<file path="src/sv/lasc_pkg.sv">
// Shared types and constants for the linear axis scan controller.
`timescale 1ns / 1ps
package lasc_pkg;

    localparam int OP_W    = 4;
    localparam int PLACE_W = 16;
    localparam int POS_W   = 16;
    localparam int RAIL_W  = 16;
    localparam int STEP_W  = 12;
    localparam int TOL_W   = 16;
    localparam int CFG_IDX_W  = 2;
    localparam int CFG_DATA_W = 16;

    localparam logic [RAIL_W-1:0] RAIL_RST = 16'd4500;
    localparam logic [STEP_W-1:0] STEP_RST = 12'd20;
    localparam logic [TOL_W-1:0]  TOL_RST  = 16'd1;

    typedef enum logic [OP_W-1:0] {
        OP_TICK      = 4'd0,
        OP_LEFT      = 4'd1,
        OP_RIGHT     = 4'd2,
        OP_STOP      = 4'd3,
        OP_HOME      = 4'd4,
        OP_END       = 4'd5,
        OP_AUTO_ON   = 4'd6,
        OP_AUTO_OFF  = 4'd7,
        OP_TOGGLE    = 4'd8,
        OP_PLACE     = 4'd9
    } t_op;

    typedef enum logic [1:0] {
        PH_IDLE  = 2'd0,
        PH_HOME  = 2'd1,
        PH_RIGHT = 2'd2,
        PH_LEFT  = 2'd3
    } t_phase;

    typedef enum logic [CFG_IDX_W-1:0] {
        REG_RAIL = 2'd0,
        REG_STEP = 2'd1,
        REG_TOL  = 2'd2
    } t_cfg_reg;

endpackage

</file>
<file path="src/sv/lasc_req_if.sv">
// Command/tick channel carrying one operation beat.
`timescale 1ns / 1ps
interface lasc_req_if import lasc_pkg::*; ();
    logic               valid;
    logic               ready;
    logic [OP_W-1:0]    operation;
    logic [PLACE_W-1:0] place_position;

    modport source (output valid, output operation, output place_position, input ready);
    modport sink   (input valid, input operation, input place_position, output ready);
endinterface

</file>
<file path="src/sv/lasc_rsp_if.sv">
// Result channel carrying the axis status after each beat.
`timescale 1ns / 1ps
interface lasc_rsp_if import lasc_pkg::*; ();
    logic             valid;
    logic             ready;
    logic [POS_W-1:0] position;
    logic             moving;
    logic             at_home;
    logic             auto_active;

    modport source (output valid, output position, output moving, output at_home,
                     output auto_active, input ready);
    modport sink   (input valid, input position, input moving, input at_home,
                    input auto_active, output ready);
endinterface

</file>
<file path="src/sv/linear_axis_scan_controller_unit.sv">
// Linear axis position model: tick/command stage feeding a registered status output.
//
//   channel   dir  handshake            payload
//   i_req     in   valid/ready          operation, place_position
//   o_rsp     out  valid/ready          position, moving, at_home, auto_active
//   i_cfg_*   in   write enable only    index, wdata
//
// Each beat passes through the input register and then the result register; one beat
// per cycle is sustained while the result is accepted. The state update is a single
// add-or-subtract, clamp and compare stage between those registers.
// Synchronous reset clears state and loads the default configuration.
// A stalled result holds the update stage; the input register then fills and drops ready.
`timescale 1ns / 1ps
module linear_axis_scan_controller_unit import lasc_pkg::*; #(
    parameter int POSITION_BITS = 16
) (
    input  logic                  i_clk,
    input  logic                  i_rst_n,
    input  logic                  i_cfg_we,
    input  logic [CFG_IDX_W-1:0]  i_cfg_index,
    input  logic [CFG_DATA_W-1:0] i_cfg_wdata,
    lasc_req_if.sink              i_req,
    lasc_rsp_if.source            o_rsp
);

    localparam int CW = ((POSITION_BITS > POS_W) ? POSITION_BITS : POS_W) + 1;
    localparam logic [CW-1:0] POS_MAX = CW'((64'd1 << POSITION_BITS) - 64'd1);

    logic [RAIL_W-1:0]        r_rail;
    logic [STEP_W-1:0]        r_step;
    logic [TOL_W-1:0]         r_tol;

    logic                     r_in_valid;
    t_op                      r_op;
    logic [PLACE_W-1:0]       r_place;

    logic [POSITION_BITS-1:0] r_pos;
    logic                     r_left;
    logic                     r_right;
    logic                     r_home;
    logic                     r_sweep;
    t_phase                   r_phase;

    logic [POSITION_BITS-1:0] n_pos;
    logic                     n_left;
    logic                     n_right;
    logic                     n_home;
    logic                     n_sweep;
    t_phase                   n_phase;

    logic                     r_out_valid;
    logic [POS_W-1:0]         r_out_pos;
    logic                     r_out_moving;
    logic                     r_out_home;
    logic                     r_out_auto;
    logic [POS_W-1:0]         n_out_pos;
    logic                     n_out_moving;

    logic                     w_in_fire;
    logic                     w_out_free;
    logic                     w_exec;
    logic [CW-1:0]            w_lim;
    logic [CW-1:0]            w_step;
    logic [CW-1:0]            w_rail;
    logic [CW-1:0]            w_pos_e;

    // configuration
    always_ff @(posedge i_clk) begin
        if (!i_rst_n) begin
            r_rail <= RAIL_RST;
            r_step <= STEP_RST;
            r_tol  <= TOL_RST;
        end else if (i_cfg_we) begin
            unique case (i_cfg_index)
                REG_RAIL: r_rail <= i_cfg_wdata;
                REG_STEP: r_step <= i_cfg_wdata[STEP_W-1:0];
                REG_TOL:  r_tol  <= i_cfg_wdata;
                default: ;
            endcase
        end
    end

    assign w_out_free  = !r_out_valid || o_rsp.ready;
    assign w_exec      = r_in_valid && w_out_free;
    assign i_req.ready = !r_in_valid || w_exec;
    assign w_in_fire   = i_req.valid && i_req.ready;

    // input register
    always_ff @(posedge i_clk) begin
        if (!i_rst_n) begin
            r_in_valid <= 1'b0;
        end else begin
            r_in_valid <= w_in_fire || (r_in_valid && !w_exec);
        end
    end

    always_ff @(posedge i_clk) begin
        if (w_in_fire) begin
            r_op    <= t_op'(i_req.operation);
            r_place <= i_req.place_position;
        end
    end

    assign w_step = CW'(r_step);
    assign w_rail = CW'(r_rail);
    assign w_lim  = (w_rail > POS_MAX) ? POS_MAX : w_rail;

    // next state
    always_comb begin
        logic [CW-1:0] p;
        logic          gl;
        logic          gr;
        logic          hf;
        logic          sw;
        t_phase        ph;
        logic          do_on;
        logic          do_off;

        p      = CW'(r_pos);
        gl     = r_left;
        gr     = r_right;
        hf     = r_home;
        sw     = r_sweep;
        ph     = r_phase;
        do_on  = 1'b0;
        do_off = 1'b0;

        unique case (r_op)
            OP_TICK: begin
                if (gl) begin
                    if (p <= w_step) begin
                        p  = '0;
                        gl = 1'b0;
                        hf = 1'b1;
                    end else begin
                        p = p - w_step;
                    end
                end
                if (gr) begin
                    if (p + w_step >= w_lim) begin
                        p  = w_lim;
                        gr = 1'b0;
                    end else begin
                        p = p + w_step;
                    end
                end
                if (sw) begin
                    priority if ((ph == PH_HOME || ph == PH_LEFT) && !gl) begin
                        gr = 1'b1;
                        gl = 1'b0;
                        hf = 1'b0;
                        ph = PH_RIGHT;
                    end else if (ph == PH_RIGHT && !gr) begin
                        gl = 1'b1;
                        gr = 1'b0;
                        ph = PH_LEFT;
                    end else begin
                    end
                end
            end
            OP_LEFT, OP_HOME: begin
                gl = 1'b1;
                gr = 1'b0;
            end
            OP_RIGHT: begin
                gr = 1'b1;
                gl = 1'b0;
                hf = 1'b0;
            end
            OP_STOP: begin
                gl = 1'b0;
                gr = 1'b0;
            end
            OP_END: begin
                gr = 1'b1;
                gl = 1'b0;
            end
            OP_AUTO_ON:  do_on  = 1'b1;
            OP_AUTO_OFF: do_off = 1'b1;
            OP_TOGGLE: begin
                do_off = sw;
                do_on  = !sw;
            end
            OP_PLACE: begin
                p  = (CW'(r_place) > w_lim) ? w_lim : CW'(r_place);
                hf = 1'b0;
            end
            default: ;
        endcase

        if (do_on) begin
            sw = 1'b1;
            if (p <= CW'(r_tol)) begin
                p  = '0;
                gr = 1'b1;
                gl = 1'b0;
                hf = 1'b0;
                ph = PH_RIGHT;
            end else begin
                gl = 1'b1;
                gr = 1'b0;
                ph = PH_HOME;
            end
        end
        if (do_off) begin
            sw = 1'b0;
            ph = PH_IDLE;
            gl = 1'b0;
            gr = 1'b0;
        end

        w_pos_e = p;
        n_pos   = p[POSITION_BITS-1:0];
        n_left  = gl;
        n_right = gr;
        n_home  = hf;
        n_sweep = sw;
        n_phase = ph;
    end

    // result fields
    always_comb begin
        n_out_pos    = POS_W'(w_pos_e);
        n_out_moving = n_left || n_right;
    end

    // axis state and result register
    always_ff @(posedge i_clk) begin
        if (!i_rst_n) begin
            r_pos       <= '0;
            r_left      <= 1'b0;
            r_right     <= 1'b0;
            r_home      <= 1'b0;
            r_sweep     <= 1'b0;
            r_phase     <= PH_IDLE;
            r_out_valid <= 1'b0;
        end else if (w_exec) begin
            r_pos       <= n_pos;
            r_left      <= n_left;
            r_right     <= n_right;
            r_home      <= n_home;
            r_sweep     <= n_sweep;
            r_phase     <= n_phase;
            r_out_valid <= 1'b1;
        end else if (o_rsp.ready) begin
            r_out_valid <= 1'b0;
        end
    end

    always_ff @(posedge i_clk) begin
        if (w_exec) begin
            r_out_pos    <= n_out_pos;
            r_out_moving <= n_out_moving;
            r_out_home   <= n_home;
            r_out_auto   <= n_sweep;
        end
    end

    assign o_rsp.valid       = r_out_valid;
    assign o_rsp.position    = r_out_pos;
    assign o_rsp.moving      = r_out_moving;
    assign o_rsp.at_home     = r_out_home;
    assign o_rsp.auto_active = r_out_auto;

endmodule
</file>
<file path="src/flat_wrapper.sv">
// flat-port wrapper written by rule: the top's interface ports become plain ports
module linear_axis_scan_controller_unit_flat import lasc_pkg::*;
#(
    parameter int POSITION_BITS = 16
)
  (i_clk, i_rst_n, i_cfg_we, i_cfg_index, i_cfg_wdata, i_req_valid, i_req_operation, i_req_place_position, i_req_ready, o_rsp_valid, o_rsp_position, o_rsp_moving, o_rsp_at_home, o_rsp_auto_active, o_rsp_ready);
  lasc_req_if i_req_i ();
  lasc_rsp_if o_rsp_i ();
  input  logic i_clk;
  input  logic i_rst_n;
  input  logic i_cfg_we;
  input  logic [CFG_IDX_W-1:0] i_cfg_index;
  input  logic [CFG_DATA_W-1:0] i_cfg_wdata;
  input wire logic [$bits(i_req_i.valid)-1:0] i_req_valid;
  input wire logic [$bits(i_req_i.operation)-1:0] i_req_operation;
  input wire logic [$bits(i_req_i.place_position)-1:0] i_req_place_position;
  output wire logic [$bits(i_req_i.ready)-1:0] i_req_ready;
  output wire logic [$bits(o_rsp_i.valid)-1:0] o_rsp_valid;
  output wire logic [$bits(o_rsp_i.position)-1:0] o_rsp_position;
  output wire logic [$bits(o_rsp_i.moving)-1:0] o_rsp_moving;
  output wire logic [$bits(o_rsp_i.at_home)-1:0] o_rsp_at_home;
  output wire logic [$bits(o_rsp_i.auto_active)-1:0] o_rsp_auto_active;
  input wire logic [$bits(o_rsp_i.ready)-1:0] o_rsp_ready;
  assign i_req_i.valid = i_req_valid;
  assign i_req_i.operation = i_req_operation;
  assign i_req_i.place_position = i_req_place_position;
  assign i_req_ready = i_req_i.ready;
  assign o_rsp_valid = o_rsp_i.valid;
  assign o_rsp_position = o_rsp_i.position;
  assign o_rsp_moving = o_rsp_i.moving;
  assign o_rsp_at_home = o_rsp_i.at_home;
  assign o_rsp_auto_active = o_rsp_i.auto_active;
  assign o_rsp_i.ready = o_rsp_ready;
  linear_axis_scan_controller_unit #(.POSITION_BITS(POSITION_BITS)) u_core (.i_clk(i_clk), .i_rst_n(i_rst_n), .i_cfg_we(i_cfg_we), .i_cfg_index(i_cfg_index), .i_cfg_wdata(i_cfg_wdata), .i_req(i_req_i), .o_rsp(o_rsp_i));
endmodule
</file>
<file path="config.mk">
export PLATFORM = sky130hd
export DESIGN_NAME = linear_axis_scan_controller_unit_flat
export DESIGN_NICKNAME = d
export VERILOG_FILES = /design/src/sv/lasc_pkg.sv /design/src/sv/lasc_req_if.sv /design/src/sv/lasc_rsp_if.sv /design/src/sv/linear_axis_scan_controller_unit.sv /design/src/flat_wrapper.sv
export SDC_FILE = /design/constraint.sdc
export NUM_CORES = 1
export LEC_CHECK = 0
export ABC_AREA = 1
export BUFFER_PORTS_ARGS = -buffer_cell sky130_fd_sc_hd__buf_2
export CAP_MARGIN = 20
export CORE_MARGIN = 2
export CORE_UTILIZATION = 30
export CTS_BUF_LIST = sky130_fd_sc_hd__clkbuf_4 sky130_fd_sc_hd__clkbuf_8 sky130_fd_sc_hd__clkbuf_16
export CTS_CLUSTER_DIAMETER = 60
export DETAILED_ROUTE_END_ITERATION = 10
export SYNTH_ARGS = -nofsm -noshare
export SYNTH_HDL_FRONTEND = slang
export SYNTH_SLANG_ARGS = --single-unit
export TNS_END_PERCENT = 50
</file>
<file path="constraint.sdc">
create_clock -name i_clk -period 20.5 [get_ports i_clk]
set_input_delay 6.15 -clock i_clk [delete_from_list [all_inputs] [get_ports i_clk]]
set_output_delay 6.15 -clock i_clk [all_outputs]
set_load 0.02 [all_outputs]
</file>
==> results.txt <==
H-tree depth: 3
IO Port Bufs: 63
Die W: 162.8 microns
worst-path maximum fanout: 3
dpl cells: 1,389
Post-synth EDFFs: 39
Ports: 64
CTS Root Cell: clkbuf_16
initial antenna violation count: 0
CTS clock-pin slew for the worst setup and hold paths: 0.07 ns
achievable frequency: 0.07845 GHz
DPL Wire Length: 16.63 mm
Leak: 3.927 nW
unrepaired setup endpoints after global routing: no
post-CTS setup buffers: 0
Max Cap Viol: 0
largest net degree at the start of global routing: 66
Crit. End Element: output port
DR WL/cell: 15.06 microns
gr usage total: 16.47%
Initial Util: 30.32%
Rows: 58
most frequent cell after synthesis: nand2_1
CTS tree: yes
# hold bufs at CTS: 0
Die Y: 162.8 microns
CP arrival: 6.60 ns
top-area cell type share of the netlist area: 17.98%
Syn Nets: 1,144
clk_skew: 0.005959 ns
Antenna Nets Post-Route: 0
layout cells sized above 1: 12.28%
Synth Flop Type: dfxtp_1
setup TNS: 0 ns
final setup vio count: 0
DRC Markers: 0
Netlist cell types: 47
die area: 26,520 sq um
post-synth top area cell: dfxtp_1
Hold Path Class: register to register
Max-slew headroom: 29.78%
pwr dens: 71.44 nW/um^2
Sink Count: 107
Seq pwr share: 39.9%
status: finished clean
Yosys warning total: 0
Logic pwr share: 30.4%
Slew @ Worst Pin: 1.053 ns
Syn Std Cell Area: 7570 sq um
worst vdd ir: 0.04259 mV
antenna cells: 0
Setup CP Type: input pin to output port
clock group share of total power: 29.6%
Slew Limit Fails: 0
Tcrit/Tclk final: 62.18%
total CTS buffers: 9
post-synthesis cell count: 1,027
sequential fraction of the synthesis area: 33.45%
Total Routed Length: 21.17 mm
Initial DRT Pass Iterations: 5
DR iter-0 viols: 458
clk_lat worst skew: 0.37 ns
final std cells w/o fill: 1,405
post_cts resized: 0
Int Power: 0.3874 mW
sw frac: 35.82%
CTS Buffer Depth: 2
vias in the first global route: 6,285
Seq cells post-synth: 107
Placeable Area: 24,960 sq um
GP Congestion: 0.9161
top cells by area, synth: dfxtp_1 18%, edfxtp_1 15%, ha_1 12%
fraction of registers with async set/reset: 0%
Via Count: 6,678
Nets: 1,187
fin crit period: 12.75 ns
area delta synth->final: 11.62%
Vias/cell: 4.753
Setup crit start kind: input pin
synth cell count leaders: 217 x nand2_1, 147 x inv_1, 105 x a21oi_1, 92 x o21ai_0, 72 x ha_1
Net Switching: 0.2162 mW
final hold vios: 0
CP required: 14.35 ns
first-pass GRT wire length: 33.89 mm
grt ovf: 0
Avg Cell Area, Syn: 7.371 sq um
-- path summary, 6_finish.rpt --
check / from / end / slack (ns) / depth (start not counted)
setup / recovery: o_rsp_ready / i_req_ready / 7.75 / 4
setup reg to reg: u_core.r_step[4]$_SDFFE_PN1P_ / u_core.o_rsp.moving$_DFFE_PP_ / 11.82 / 51
hold / removal: u_core.r_tol[11]$_SDFFE_PN0P_ / u_core.r_tol[11]$_SDFFE_PN0P_ / 0.47 / 2
hold reg to reg: u_core.r_tol[11]$_SDFFE_PN0P_ / u_core.r_tol[11]$_SDFFE_PN0P_ / 0.47 / 2
-- power by group through the flow --
stage | Combinational [mW] | Clock (mW) | Sequential [mW]
4_1_cts | 0.183 | 0.182 | 0.241
6_report | 0.184 | 0.179 | 0.241
3_5_place_dp | 0.181 | 0 | 0.246
3_3_place_gp | 0.179 | 0 | 0.246
2_1_floorplan | 0.137 | 0 | 0.246
5_1_grt | 0.208 | 0.189 | 0.243
-- cells in the final DEF, fill, tap and decap left out, types with 5 or more instances in the layout --
| master | Yosys | layout |
|---|---|---|
| a21oi_1 | 105 | 105 |
| nor2_1 | 51 | 51 |
| nand2_2 | 8 | 8 |
| nand2_1 | 217 | 217 |
| o21ai_0 | 92 | 92 |
| o22ai_1 | 9 | 9 |
| inv_1 | 147 | 146 |
| edfxtp_1 | 39 | 39 |
| dfxtp_1 | 68 | 68 |
| buf_2 | 3 | 63 |
| nand4_1 | 8 | 8 |
| a21oi_2 | 12 | 12 |
| ha_1 | 72 | 72 |
| clkbuf_16 | 0 | 10 |
| nor3_1 | 12 | 12 |
| o211ai_1 | 23 | 23 |
| nand3_1 | 41 | 41 |
| nor2_2 | 5 | 5 |
| xnor2_1 | 9 | 9 |
| xor2_1 | 15 | 15 |
| inv_2 | 4 | 5 |
| nand3_2 | 13 | 13 |
-- state kept, by name, indices dropped and copies added (netlist names), 2 cells and up --
name	cells
u_core.r_place	16
u_core.r_phase	2
u_core.r_pos	16
u_core.r_step	12
u_core.r_rail	16
u_core.o_rsp.position	16
u_core.r_tol	16
u_core.r_op	4
-- worst max-delay path, cell delays in order --
cell,delay (ns)
buf_2,0.10
inv_1,0.06
nand3_1,0.10
buf_2,0.18
-- routing by layer --
layer / part of all wire (%) / track usage, %
met1: 49 / 23.03
met2: 43 / 25.62
met3: 4.6 / 2.266
met4: 3.0 / 6.557
met5: 0 / 0
-- final cells by class --
class	instances	area [sq um]
clock inverter	5	32.53
sequential	107	2532
timing repair buffer	64	322.8
fill	2703	16510
clock buffer	11	257.7
inverter	153	574.3
multi-input combinational	735	4317
tap	330	412.9
-- through the flow --
stage | worst slack, ns | cell area (sq um) | utilization [%] | power (mW) | hold slack (ns)
final | 7.753 | 8449 | 33.85 | 0.6036 | 0.4660
after global routing | 7.717 | 8449 | 33.85 | 0.6399 | 0.4947
after CTS | 7.756 | 8449 | 33.85 | 0.6059 | 0.4695
after floorplan | 7.947 | 7570 | - | 0.3836 | 0.4353
after global placement | 7.769 | 8159 | 32.68 | 0.4247 | 0.4535
after detailed placement | 7.755 | 8159 | 32.68 | 0.4273 | 0.4581
-- cell families after synthesis --
group,count (synthesis),share of synthesized area [%]
XOR/XNOR,25,2.992
AND/OR/NAND/NOR,373,22.07
buffers and inverters,185,9.521
AO/OA/AOI/OAI,263,19.54
adder cells (fa/ha/maj),74,12.43
flip-flops,107,33.45
Note: power is estimated with default switching activity, not from simulation.
